<file path="config.mk">
export PLATFORM = sky130hd
export DESIGN_NAME = dsts_cell
export DESIGN_NICKNAME = d
export VERILOG_FILES = /design/src/dsts_pkg.sv /design/src/dsts_cell.sv
export SDC_FILE = /design/constraint.sdc
export NUM_CORES = 1
export LEC_CHECK = 0
export ABC_AREA = 0
export BUFFER_PORTS_ARGS = -buffer_cell sky130_fd_sc_hd__buf_2
export CORE_AREA = 3 3 149 151
export DETAILED_ROUTE_END_ITERATION = 7
export DIE_AREA = 0 0 152 154
export GPL_ROUTABILITY_DRIVEN = 1
export PLACE_DENSITY = 0.68
export SLEW_MARGIN = 0
export SYNTH_ARGS = -nofsm -noshare
export SYNTH_HDL_FRONTEND = slang
export SYNTH_SLANG_ARGS = --single-unit
</file>
<file path="constraint.sdc">
create_clock -name clk_i -period 3 [get_ports clk_i]
set_clock_uncertainty 0.2 [all_clocks]
set_input_delay 0 -clock clk_i [delete_from_list [all_inputs] [get_ports clk_i]]
set_output_delay 0 -clock clk_i [all_outputs]
set_load 0.005 [all_outputs]
</file>
<file path="src/dsts_pkg.sv">
// Types and constants of the decayed score top-N selector.
`default_nettype none
package dsts_pkg;
  localparam int unsigned MaxKeep   = 16;
  localparam int unsigned KeepW     = $clog2(MaxKeep + 1);
  localparam int unsigned RankW     = 4;
  localparam int unsigned IdW       = 31;
  localparam int unsigned CntW      = 31;
  localparam int unsigned TimeW     = 40;
  localparam int unsigned ScoreW    = 64;
  localparam int unsigned RawW      = 37;
  localparam int unsigned DenW      = 41;
  localparam int unsigned NumW      = 64;
  localparam int unsigned DivCntW   = $clog2(NumW);
  localparam int unsigned CfgIdxW   = 2;

  localparam logic [TimeW-1:0] MinAge     = TimeW'(3600);
  localparam logic [DenW-1:0]  AgeOffset  = DenW'(7200);
  localparam logic [KeepW-1:0] KeepReset  = KeepW'(10);

  // Register indexes of the configuration port
  localparam logic [CfgIdxW-1:0] RegNowTime  = CfgIdxW'(0);
  localparam logic [CfgIdxW-1:0] RegTopCount = CfgIdxW'(1);

  typedef enum logic [1:0] {
    DivIdle,
    DivPrep,
    DivMul,
    DivRun
  } div_state_e;

  typedef enum logic [1:0] {
    TopIdle,
    TopScore,
    TopInsert,
    TopEmit
  } top_state_e;

  // Contents of one cell of the sorted chain
  typedef struct packed {
    logic              valid;
    logic [ScoreW-1:0] score;
    logic [IdW-1:0]    id;
  } slot_t;

  // Commands broadcast to every cell
  typedef struct packed {
    logic insert;
    logic shift;
    logic clear;
  } cell_ctrl_t;
endpackage
`default_nettype wire

</file>
<file path="src/dsts_cell.sv">
// One cell of the sorted chain: holds a record, takes from neighbors.
`default_nettype none
module dsts_cell (
  input  wire logic                         clk_i,
  input  wire logic                         rst_ni,
  input  wire dsts_pkg::cell_ctrl_t         ctrl_i,
  input  wire dsts_pkg::slot_t              new_i,
  input  wire dsts_pkg::slot_t              prev_i,
  input  wire logic                         prev_beat_i,
  input  wire dsts_pkg::slot_t              next_i,
  output dsts_pkg::slot_t                   slot_o,
  output logic                              beat_o
);
  dsts_pkg::slot_t slot_q, slot_d;

  // the new record goes ahead of this one (ties keep the older record)
  assign beat_o = !slot_q.valid || (slot_q.score < new_i.score);

  always_comb begin
    slot_d = slot_q;
    if (ctrl_i.clear) begin
      slot_d.valid = 1'b0;
    end else if (ctrl_i.insert) begin
      if (prev_beat_i) slot_d = prev_i;
      else if (beat_o) slot_d = new_i;
    end else if (ctrl_i.shift) begin
      slot_d = next_i;
    end
  end

  always_ff @(posedge clk_i or negedge rst_ni) begin
    if (!rst_ni) begin
      slot_q <= '0;
    end else begin
      slot_q <= slot_d;
    end
  end

  assign slot_o = slot_q;
endmodule
`default_nettype wire

</file>
# After elaboration in Yosys (flattened, before gate mapping)
# Cells that the tools add are included.
[totals]
register_bits = 96
latch_bits = 0
ram_bits = 0
mem_bits_ro = 0
input_bits = 294
output_inout_bits = 97
elab_cells = 18
mem_count = 0
[classes]
n_addsub = 0
multipliers = 0
div_mod_pow = 0
n_lt_le_gt_ge = 1
n_eq_ne = 2
n_shift = 0
mux = 5
bitwise_logic = 1
n_reduce_logical = 6
[op_table]
columns = ["operator", "n"]
rows = [
  ["$mux 96", 4],
  ["$lt 64x64->1", 1],
  ["$ne 4x2->1 const B", 1],
  ["$ne 3x1->1 const B", 1],
  ["$reduce_and 3->1", 1],
  ["$reduce_bool 3->1", 1],
  ["$reduce_and 2->1", 1],
  ["$reduce_bool 2->1", 1],
  ["$logic_not 1->1", 1],
  ["$logic_or 1x1->1", 1],
  ["$mux 1", 1],
  ["$not 1->1", 1],
]

# Longest topological paths before layout
[depth]
depth_word = 6
mapped_depth = 11
depth_no_buf = 9

# Worst setup path after synthesis
# No wires, ideal clock.
[synth_path]
kind = "reg2reg"
from = "register slot_q (netlist bit slot_o[94])"
to = "register slot_q (netlist bit slot_o[19])"
setup_ps = 127
arrival_time_ps = 2420
required_ps = 2673
setup_slack_ps = 253
stages_incl_launch_ff = 11
n_path_buf = 2
period_less_slack_ps = 2747
path_cell_list = "dfrtp_1 > ha_1 > nand4_1 > nor4_2 > nand4_1 > a31oi_1 > nor4_2 > nor2_2 > buf_6 > buf_6 > mux2_1"
[synth_via]
elab_chain_len = 4
[synth_rtl]
columns = ["element", "line_no", "source"]
rows = [
  ["start, declared", "dsts_cell.sv:14", "dsts_pkg::slot_t slot_q, slot_d;"],
  ["start signal, assigned", "dsts_cell.sv:35", "slot_q <= slot_d;"],
  ["$lt 64x64->1", "dsts_cell.sv:17", "assign beat_o = !slot_q.valid || (slot_q.score < new_i.score);"],
  ["$logic_or 1x1->1", "dsts_cell.sv:17", ""],
  ["$ne 3x1->1 (no source line)", "-", ""],
  ["$reduce_and 3->1 (no source line)", "-", ""],
]
# Every way passes these cells.
# A chain may end at the register's enable or synchronous reset.

# Worst setup path after layout
[layout_path]
from = "register slot_q (netlist bit slot_o[82])"
to = "register slot_q (netlist bit slot_o[37])"
# Same word-level chain as after synthesis.

==> out/results.txt <==
CP delay by family, top: simple AND/OR/NAND/NOR gates
Cell-internal power: 3710 uW
Core area: 21,000 sq um
ANT nets after route: 0
Fin util: 57.3%
Switching pwr: 1920 uW
Max Cap Violations: 0
Synthesized cell area: 7150 sq um
Crit-path max FO: 24
Pin count of the biggest net entering global routing: 188
Logic pwr share: 45.3%
Final hold viol count: 0
Gpl congestion: 0.889
Power per standard cell area: 469 nW/um^2
PortBufs: 390
Post-Place Worst Slack: -0.163 ns
Antenna violations before repair: 1
Max FFs per register: 96
Synth warn: 0
Fin worst setup slack: -0.0686 ns
CP Launch Type: flip-flop
CTS tree: built
Unrepaired setup endpoints after global routing: yes
1st-iter DRT viols: 349
Clk pwr share: 21.1%
Clock tree sinks: 96
Final Max Slew Viols: 0
GRT Total Usage: 21.4%
First-pass GRT wire length: 41,600 microns
Maximum vdd drop: 0.291 mV
Worst Max-Slew Pin Slew: 0.809 ns
TritonCTS buffer count: 9
WS Path Type: reg -> reg
Clock root cell: clkbuf_16
Post-DP HPWL: 18,000 microns
WP data required: 3.01 ns
Worst path most repeated cell: nand4_1
Worst path cell trace: ha_4, nand4_1, nor4_4, buf_4, nand4_1, a31oi_2, nor4_2, nor2_4, buf_12, buf_16, mux2_1
Non-Filler Instances: 1,620
Area Growth Syn to Fin: 68.0%
Final #Nets: 1,697
Syn Area/Cell: 9.39 sq um
Post-Syn Instances: 762
Yosys cell types: 32
Hold slack: 0.0197 ns
Seq pwr share: 33.7%
Final Setup Violations: 81
R2R Setup Slk: -0.07 ns
Hold Path Class: in -> async
Initial DRT Pass Iterations: 7
Post-synthesis sequential area ratio: 33.6%
Failing checks: setup timing
Fmax: 326 MHz
Top-Level Pins: 391
Min Tclk post-route: 3.07 ns
Final period utilization: 102%
Routed wire length: 26,600 microns
Remaining global-route overflow: 0
Drt wl/cell: 16.4 microns
Buf/Inv on CP: 3
DRC errors left: 0
Slowest stage cell on the critical path: dfrtp_1
Max-Slew Margin vs Limit: 46.1%
Worst-path clk slew: 0.07 ns
Die Span Y: 154 microns
Die Wd: 152 microns
Worst-Skew Late Latency: 0.35 ns
Sw Share: 34.1%
Initial Util: 34.1%
Via count: 7,982
Critical path endpoint category: flip-flop
Rows: 53
Crit path DAT: 3.08 ns
Placed Instances: 1,395
CTS max path bufs: 2
H-tree Lvls: 3
Vias in the first global route: 8,378
Share of cells above drive strength 1: 34.2%
Syn nets: 1,119
Final Power: 5630 uW
Leakage: 0.00606 uW
Yosys reg bits: 96
Die footprint: 23,400 sq um
Status: finished, violations left
Max incr delay on CP: 0.42 ns
DR vias/cell: 4.93
through the flow:
stage                     setup TNS [ns]  instance area, sq um
after floorplan                        0                  7150
final                              -2.98                 12000
after global routing              -14.15                 12000
after global placement             -1.01                  9400
after CTS                        -0.0524                 11800
after detailed placement          -12.83                  9400
cells by family after synthesis:
logic type                 Yosys count  share of synthesized area (%)
DFF                                 96                           33.6
and+or+nand+nor                    149                           9.13
buffers and inverters              112                           6.60
adders and majority gates           63                           11.0
muxes                              191                           28.4
AOI/OAI and AO/OA                  151                           11.2
per-layer routing:
metal	GRT usage, %	part of all wire [%]	vias up	routed length (microns)
met4	8.05	3.2	0	842
met3	3.74	5.4	67	1430
met2	39.6	52	304	13700
met5	0	0	-	0
li1	-	-	3854	-
met1	24.7	40	3757	10600
area by class of cell:
class,count,area [sq um]
Inverter,69,259
Clock buffer,11,243
Sequential cell,96,2400
Fill cell,1801,8940
Tap cell,275,344
Antenna cell,1,2.50
Clock inverter,4,53.8
Multi-Input combinational cell,554,4430
Timing Repair Buffer,610,4280
power by group through the flow:
stage / Sequential [uW] / Clock [uW] / Combinational, uW
2_1_floorplan: 1910 / 0 / 1040
3_3_place_gp: 1890 / 0 / 1960
3_5_place_dp: 1910 / 0 / 2000
4_1_cts: 1890 / 1220 / 2360
5_1_grt: 1950 / 1270 / 2800
6_report: 1900 / 1190 / 2550
cell usage in the layout (no fill, tap or decap), types with 2 or more instances in the layout:
cell type,Yosys,layout
inv_1,69,69
nand4_1,10,10
a21oi_2,0,2
o21ai_0,11,8
mux2_1,95,80
buf_4,0,12
a21oi_1,120,118
nand3_1,6,6
a211oi_2,0,2
buf_6,6,3
dfrtp_1,96,96
buf_12,0,5
buf_2,5,387
nor3_1,2,2
mux2_4,0,15
ha_4,0,2
o22ai_1,3,2
buf_16,0,3
clkbuf_16,0,11
nand2_1,19,19
mux2i_1,95,95
nor2_1,101,101
ha_1,63,61
a221oi_1,4,3
o21ai_1,2,4
and4_1,5,5
dlygate4sd3_1,0,197
a311oi_1,2,2
clkinvlp_4,0,2
cells in the mapped netlist:
library cell / instances / share of area (%)
a21oi_1: 120 / 8.4
nor2_1: 101 / 5.3
dfrtp_1: 96 / 34
mux2_1: 95 / 15
mux2i_1: 95 / 13
inv_1: 69 / 3.6
ha_1: 63 / 11
clkbuf_1: 23 / 1.2
nand2_1: 19 / 1.0
o21ai_0: 11 / 0.77
nand4_1: 10 / 0.87
buf_1: 9 / 0.47
buf_6: 6 / 0.94
nand3_1: 6 / 0.42
and4_1: 5 / 0.61
buf_2: 5 / 0.35
a221oi_1: 4 / 0.49
o22ai_1: 3 / 0.26
a2111oi_0: 2 / 0.24
a211oi_1: 2 / 0.21
a311oi_1: 2 / 0.24
a31oi_1: 2 / 0.17
nor3_1: 2 / 0.14
nor4_2: 2 / 0.35
o21ai_1: 2 / 0.14
o21bai_1: 2 / 0.21
mux2_2: 1 / 0.16
nand2b_1: 1 / 0.088
nand4b_1: 1 / 0.12
nor2_2: 1 / 0.088
nor4bb_1: 1 / 0.14
o31ai_1: 1 / 0.11
timing repair:
item	CTS	global route
setup buffers	3	4
gates resized for setup	9	29
endpoints found under the setup margin	96	96
hold buffers	197	0
cloned	2	3
hold endpoints to repair	192	0
pin swaps	6	5
path summary, 6_finish.rpt:
check	start	to	depth (start not counted)
max	slot_o[82]	slot_o[37]	11
min	rst_ni	slot_o[39]	2
max reg2reg	slot_o[82]	slot_o[37]	11
min reg2reg	slot_o[12]	slot_o[12]	1
max in group asynchronous	rst_ni	slot_o[83]	3
min in group clk_i	next_i[95]	slot_o[95]	4
Note: power is estimated with default switching activity, not from simulation.
