[config.mk]
export PLATFORM = sky130hd
export DESIGN_NAME = dsts_score_div
export DESIGN_NICKNAME = d
export VERILOG_FILES = /design/src/dsts_pkg.sv /design/src/dsts_score_div.sv
export SDC_FILE = /design/constraint.sdc
export NUM_CORES = 1
export LEC_CHECK = 0
export BUFFER_PORTS_ARGS = -buffer_cell sky130_fd_sc_hd__buf_2
export CAP_MARGIN = 0
export CORE_ASPECT_RATIO = 1.5
export CORE_MARGIN = 2
export CORE_UTILIZATION = 40
export DETAILED_ROUTE_END_ITERATION = 12
export GPL_ROUTABILITY_DRIVEN = 0
export PLACE_DENSITY = 0.56
export SYNTH_ARGS = -nofsm -noshare
export SYNTH_HDL_FRONTEND = slang
export SYNTH_SLANG_ARGS = --single-unit
[constraint.sdc]
create_clock -name clk_i -period 5.4 [get_ports clk_i]
set_input_delay 0.27 -clock clk_i [delete_from_list [all_inputs] [get_ports clk_i]]
set_output_delay 0.27 -clock clk_i [all_outputs]
set_load 0.02 [all_outputs]
[src/dsts_pkg.sv]
// Types and constants of the decayed score top-N selector.
`default_nettype none
package dsts_pkg;
  localparam int unsigned MaxKeep   = 16;
  localparam int unsigned KeepW     = $clog2(MaxKeep + 1);
  localparam int unsigned RankW     = 4;
  localparam int unsigned IdW       = 31;
  localparam int unsigned CntW      = 31;
  localparam int unsigned TimeW     = 40;
  localparam int unsigned ScoreW    = 64;
  localparam int unsigned RawW      = 37;
  localparam int unsigned DenW      = 41;
  localparam int unsigned NumW      = 64;
  localparam int unsigned DivCntW   = $clog2(NumW);
  localparam int unsigned CfgIdxW   = 2;

  localparam logic [TimeW-1:0] MinAge     = TimeW'(3600);
  localparam logic [DenW-1:0]  AgeOffset  = DenW'(7200);
  localparam logic [KeepW-1:0] KeepReset  = KeepW'(10);

  // Register indexes of the configuration port
  localparam logic [CfgIdxW-1:0] RegNowTime  = CfgIdxW'(0);
  localparam logic [CfgIdxW-1:0] RegTopCount = CfgIdxW'(1);

  typedef enum logic [1:0] {
    DivIdle,
    DivPrep,
    DivMul,
    DivRun
  } div_state_e;

  typedef enum logic [1:0] {
    TopIdle,
    TopScore,
    TopInsert,
    TopEmit
  } top_state_e;

  // Contents of one cell of the sorted chain
  typedef struct packed {
    logic              valid;
    logic [ScoreW-1:0] score;
    logic [IdW-1:0]    id;
  } slot_t;

  // Commands broadcast to every cell
  typedef struct packed {
    logic insert;
    logic shift;
    logic clear;
  } cell_ctrl_t;
endpackage
`default_nettype wire

[src/dsts_score_div.sv]
// Score unit: weighted sum, scale, then bit-serial restoring division.
`default_nettype none
module dsts_score_div (
  input  wire logic                        clk_i,
  input  wire logic                        rst_ni,
  input  wire logic                        start_i,
  input  wire logic [dsts_pkg::CntW-1:0]   like_count_i,
  input  wire logic [dsts_pkg::CntW-1:0]   view_count_i,
  input  wire logic [dsts_pkg::CntW-1:0]   comment_total_i,
  input  wire logic [dsts_pkg::TimeW-1:0]  created_time_i,
  input  wire logic [dsts_pkg::TimeW-1:0]  now_time_i,
  output logic                             done_o,
  output logic [dsts_pkg::ScoreW-1:0]      score_o
);
  dsts_pkg::div_state_e state_q, state_d;
  logic [dsts_pkg::DivCntW-1:0] cnt_q, cnt_d;
  logic [dsts_pkg::RawW-1:0]    raw_q, raw_d;
  logic [dsts_pkg::DenW-1:0]    den_q, den_d;
  logic [dsts_pkg::NumW-1:0]    num_q, num_d;
  logic [dsts_pkg::DenW-1:0]    rem_q, rem_d;
  logic [dsts_pkg::TimeW-1:0]   age;
  logic [dsts_pkg::DenW:0]      rem_sh;
  logic [dsts_pkg::RawW+9:0]    scaled;

  // age clipped at zero and raised to one hour
  always_comb begin
    age = (now_time_i > created_time_i) ? (now_time_i - created_time_i) : '0;
    if (age < dsts_pkg::MinAge) age = dsts_pkg::MinAge;
  end

  assign scaled = (dsts_pkg::RawW+10)'(raw_q) * (dsts_pkg::RawW+10)'(720);
  assign rem_sh = {rem_q, num_q[dsts_pkg::NumW-1]};

  // next state
  always_comb begin
    state_d = state_q;
    case (state_q)
      dsts_pkg::DivIdle: if (start_i) state_d = dsts_pkg::DivPrep;
      dsts_pkg::DivPrep: state_d = dsts_pkg::DivMul;
      dsts_pkg::DivMul:  state_d = dsts_pkg::DivRun;
      dsts_pkg::DivRun:  if (cnt_q == '1) state_d = dsts_pkg::DivIdle;
      default:           state_d = dsts_pkg::DivIdle;
    endcase
  end

  // datapath; quotient bits shift into the low end of the numerator
  always_comb begin
    raw_d = raw_q;
    den_d = den_q;
    num_d = num_q;
    rem_d = rem_q;
    cnt_d = cnt_q;
    done_o = 1'b0;
    case (state_q)
      dsts_pkg::DivPrep: begin
        raw_d = dsts_pkg::RawW'(30) * dsts_pkg::RawW'(like_count_i)
              + dsts_pkg::RawW'(10) * dsts_pkg::RawW'(view_count_i)
              + dsts_pkg::RawW'(20) * dsts_pkg::RawW'(comment_total_i);
        den_d = dsts_pkg::DenW'(age) + dsts_pkg::AgeOffset;
      end
      dsts_pkg::DivMul: begin
        num_d = {1'b0, scaled, 16'd0};
        rem_d = '0;
        cnt_d = '0;
      end
      dsts_pkg::DivRun: begin
        if (rem_sh >= {1'b0, den_q}) begin
          rem_d = dsts_pkg::DenW'(rem_sh - {1'b0, den_q});
          num_d = {num_q[dsts_pkg::NumW-2:0], 1'b1};
        end else begin
          rem_d = rem_sh[dsts_pkg::DenW-1:0];
          num_d = {num_q[dsts_pkg::NumW-2:0], 1'b0};
        end
        cnt_d = cnt_q + 1'b1;
        done_o = (cnt_q == '1);
      end
      default: ;
    endcase
  end

  assign score_o = num_q;

  always_ff @(posedge clk_i or negedge rst_ni) begin
    if (!rst_ni) begin
      state_q <= dsts_pkg::DivIdle;
      cnt_q   <= '0;
    end else begin
      state_q <= state_d;
      cnt_q   <= cnt_d;
    end
  end

  always_ff @(posedge clk_i) begin
    raw_q <= raw_d;
    den_q <= den_d;
    num_q <= num_d;
    rem_q <= rem_d;
  end
endmodule
`default_nettype wire

* Word level (Yosys, flattened, before mapping)
Index checks and enable logic that the tools add are counted.
Widths: inputs -> output; s select.
** Operators by class
- Add/subtract/negate cells :: 6
- Multipliers :: 4
- $lt $le $gt $ge :: 3
- Eq/ne operators :: 6
- Multiplexer cells :: 11
- Reduce and logical (&&, ||, !) cells :: 3
** Operators with widths (count)
- $pmux 64 s2 :: 1
- $pmux 41 s2 :: 1
- $mux 40 :: 2
- $mul 3x31->34 const A :: 2
- $mul 37x6->43 const B :: 1
- $ge 42x41->1 :: 1
- $add 40x13->41 const B :: 1
- $mux 41 :: 1
- $sub 41x41->41 :: 1
- $gt 40x40->1 :: 1
- $lt 40x12->1 const B :: 1
- $sub 40x40->40 :: 1
- $add 36x35->37 :: 1
- $add 37x36->37 :: 1
- $mul 4x31->35 const A :: 1
- $pmux 6 s2 :: 1
- $pmux 2 s4 :: 1
- $add 6x1->6 const B :: 1
- $eq 6x6->1 const B :: 1
- $eq 2x2->1 const B :: 2
- $mux 2 :: 2
- $ne 2x2->1 const B :: 2
- $eq 2x1->1 const B :: 1
- $logic_not 2->1 :: 1
- 3 further kinds :: 4
** Word-level totals
- Register bits :: 191
- Output and inout port bits :: 65
- Logic and storage cells :: 39

* Logic depth before layout (Yosys ltp)
- Depth in word-level cells :: 5
- Gate-level depth with buffers :: 29
- Mapped depth without buffers :: 29

* Worst setup path before layout
Ideal clock, no wire load.
- Kind :: input -> register
- Start point :: input port like_count_i[3] in the netlist's numbering
- End point :: register raw_q[35] in the netlist's numbering, data pin
- Setup time :: 0.258 ns
- Arrival :: 5.891 ns
- Required time :: 5.142 ns
- Slack :: -0.749 ns
- Cell stages on the path :: 26
- Path buffers :: 0
- Path through :: inv_1 -> fa_1 -> fa_1 -> inv_1 -> ha_1 -> nor2b_1 -> o21ai_0 -> a21bo_2 -> a21oi_1 -> o21ai_0 -> a21oi_1 -> o311ai_0 -> fa_1 -> inv_1 -> ha_1 -> o21a_1 -> o2111ai_1 -> a2bb2oi_1 -> a311o_1 -> a21oi_1 -> or3_1 -> a221oi_1 -> a21oi_1 -> a21o_1 -> a31oi_1 -> xnor2_1
** On the way
- Word-level cells in the longest chain between the ends :: 3
** Ends and longest elaborated chain
- from (decl) :: line dsts_score_div.sv:7 : input wire logic [dsts_pkg::CntW-1:0] like_count_i,
- $mul 4x31->35 :: line dsts_score_div.sv:56 : raw_d = dsts_pkg::RawW'(30) * dsts_pkg::RawW'(like_count_i)
- $add 36x35->37 :: line dsts_score_div.sv:57 : + dsts_pkg::RawW'(10) * dsts_pkg::RawW'(view_count_i)
- $add 37x36->37 :: line dsts_score_div.sv:58 : + dsts_pkg::RawW'(20) * dsts_pkg::RawW'(comment_total_i);
- to (signal assigned) :: line dsts_score_div.sv:94 : raw_q <= raw_d;
- to (decl) :: line dsts_score_div.sv:17 : logic [dsts_pkg::RawW-1:0] raw_q, raw_d;
Every way passes these cells.
A chain may end at the register's enable or synchronous reset.

* Final worst setup path
Ends and elaborated chain as after synthesis.

==> impl_metrics.tcl <==
set metrics [dict create \
    status "finished, violations left" \
    violations "setup timing" \
    die_y_um 316 \
    synth-async-reset-ratio 0.0421 \
    finalCritPeriodShare 1.08 \
    drtIter0Drc 737 \
    ff2ff_path_depth 19 \
    syn_area_per_cell_um2 8.83 \
    area_growth_pct 20.6 \
    clk_pin_slew_worst_paths_ps 80 \
    die_area_mm2 0.0669 \
    core_region_area_mm2 0.0643 \
    post_drt_wl_per_cell_um 15.7 \
    cp_data_required_time_ps 5610 \
    drv_slew 0 \
    cts_tree "yes" \
    viasPerCell 5.19 \
    initial_core_util 0.403 \
    io_pins 241 \
    fp.dieW_um 212 \
    grt_pass1_wl_um 110000 \
    start_kind "input port" \
    tightest_slew_ps 906 \
    clock.fmax_ghz 0.172 \
    cts_buffer_depth 2 \
    timing.rr.start "raw_q[2]" \
    grt_pass1_vias 23500 \
    final_cell_mix "407 x inv_1, 341 x ha_1, 263 x buf_4" \
    ys_types 88 \
    hold_path.class "in2async" \
    ff2ff_setup_slack_ps 350 \
    timing.rr.end "score_o[61]" \
    syn-num-nets 3633 \
    relSlewSlack 0.396 \
    portBuffers 240 \
    clock_latency_ps 470 \
    via_count 22300 \
    cts_inserted_buffers 17 \
    arrival_ps 6020 \
    ys_warn_count 0 \
    synthFlopType "edfxtp_1" \
    overflow 0 \
    skew_ps 16.3 \
    critical_path_class "in2reg" \
    antenna_found_initial 0 \
    register_area_mm2 0.00567 \
    cts.sinks 190 \
    grt_max_degree 81 \
    antenna_cells 0 \
    final_core_util 0.486 \
    track_usage 0.204 \
    dp_hpwl_um 57400 \
    critPathMaxFanout 5 \
    fp-row-count 114 \
    synth-edff-count 182 \
    cts-root-buf "clkbuf_16" \
    setup-violations-final 11 \
    drt_pre_antenna_iters 5 \
    period_minus_slack_ps 5810 \
    multi_input_comb_area_mm2 0.0190 \
    synth_cells 2936 \
    drv_cap 0 \
    wirelength_um 67400 \
    ys_ff_latch 190 \
    fin_ws_ps -407 \
    syn_area_mm2 0.0259 \
    ys_seq_area_frac 0.219 \
    nFillCells 6193 \
    antenna_left 0 \
    final_common_cell "inv_1" \
    hold_violations 0 \
    drive_gt1_frac 0.203 \
    worst_setup_path_end_kind "flop" \
    rsz0062_at_grt "yes" \
    final_nets 4103 \
    htree_levels 4 \
    drc 0 \
]
[layer usage]
metal / part of all wire / track usage / vias up
met5: 0 / 0 / -
met4: 0.036 / 0.0799 / 0
met3: 0.025 / 0.0196 / 115
met2: 0.55 / 0.409 / 360
met1: 0.39 / 0.214 / 10600
li1: - / - / 11200
[synthesized netlist by cell type (54+ instances only)]
library cell  instances  area share
a21o_1               92       0.027
a21oi_1             222       0.043
edfxtp_1            182        0.21
fa_1                163        0.13
ha_1                358        0.17
inv_1               422       0.061
nand2_1             192       0.028
nand2b_1             60       0.014
nand3_1              56       0.011
nor2_1              206       0.030
nor3_1               54       0.010
o21ai_0             159       0.031
xnor2_1             119       0.040
xor2_1               96       0.032
[registers in the layout, summed over array words and instances, names as in the netlist]
| name | flops |
|---|---|
| state_q | 2 |
| cnt_q | 6 |
| score_o | 64 |
| raw_q | 36 |
| den_q | 41 |
| rem_q | 41 |
[worst max path at each step]
stage | from | to | slack, ps
finish | like_count_i[3] | raw_q[35] | -410
global route | like_count_i[3] | raw_q[35] | -670
CTS | like_count_i[3] | raw_q[36] | -340
detailed placement | like_count_i[3] | raw_q[36] | -1150
global placement | like_count_i[2] | raw_q[35] | -1070
floorplan | like_count_i[2] | raw_q[35] | -380
[repair_timing]
action / 4_1_cts / 5_1_grt
gates resized for setup: 40 / 44
hold buffers: 1 / 0
gates cloned: 0 / 0
setup buffers: 8 / 11
endpoints found under the setup margin: 12 / 16
hold endpoints to repair: 8 / 0
pin swaps: 23 / 21
[worst max-delay path, stage by stage]
cell,delay [ps]
buf_8,80
clkinvlp_4,100
buf_4,150
fa_1,520
inv_1,50
fa_1,440
ha_4,270
o21a_1,160
o21ai_1,210
a21oi_4,90
buf_4,160
a2111oi_4,390
buf_4,210
nor3_1,70
o31ai_1,290
a21o_1,210
inv_1,50
a21oi_1,170
xor2_1,120
fa_1,540
inv_1,40
ha_1,380
o2111a_1,210
a221oi_4,330
a21oi_2,90
a21o_1,180
a31oi_1,160
xnor2_1,80
[stage by stage]
| step | instances | hold WS (ps) | worst slack, ps | TNS [ps] | cell area (um^2) |
|---|---|---|---|---|---|
| 2_1_floorplan | 2936 | -25.6 | -383 | -1330 | 26200 |
| 3_3_place_gp | 4240 | 121 | -1070 | -10540 | 30200 |
| 3_5_place_dp | 4240 | 130 | -1150 | -12510 | 30200 |
| 4_1_cts | 4280 | 180 | -339 | -1790 | 31000 |
| 5_1_grt | 4289 | 199 | -670 | -4850 | 31300 |
| 6_report | 4289 | 193 | -407 | -2190 | 31300 |
[final cells by class]
class,count,share of cell area
clock inverters,15,0.00484
well taps,870,0.0348
repair buffers,508,0.105
flip-flops and latches,190,0.181
clock buffers,17,0.0136
inverters,422,0.0515
multi-input cells,2267,0.609
[kinds of logic after synthesis]
kind of cell,count (synthesis),synth area share
and+or+nand+nor,755,0.142
AOI/OAI and AO/OA,745,0.186
adders and majority gates,521,0.299
buffers and inverters,479,0.0701
xor gates and xnor gates,215,0.0726
DFF,190,0.219
muxes,31,0.0123
Power is left out: the tool's default activity adds up to more than one toggle a clock period on the data nets, which glitch-free logic cannot reach.
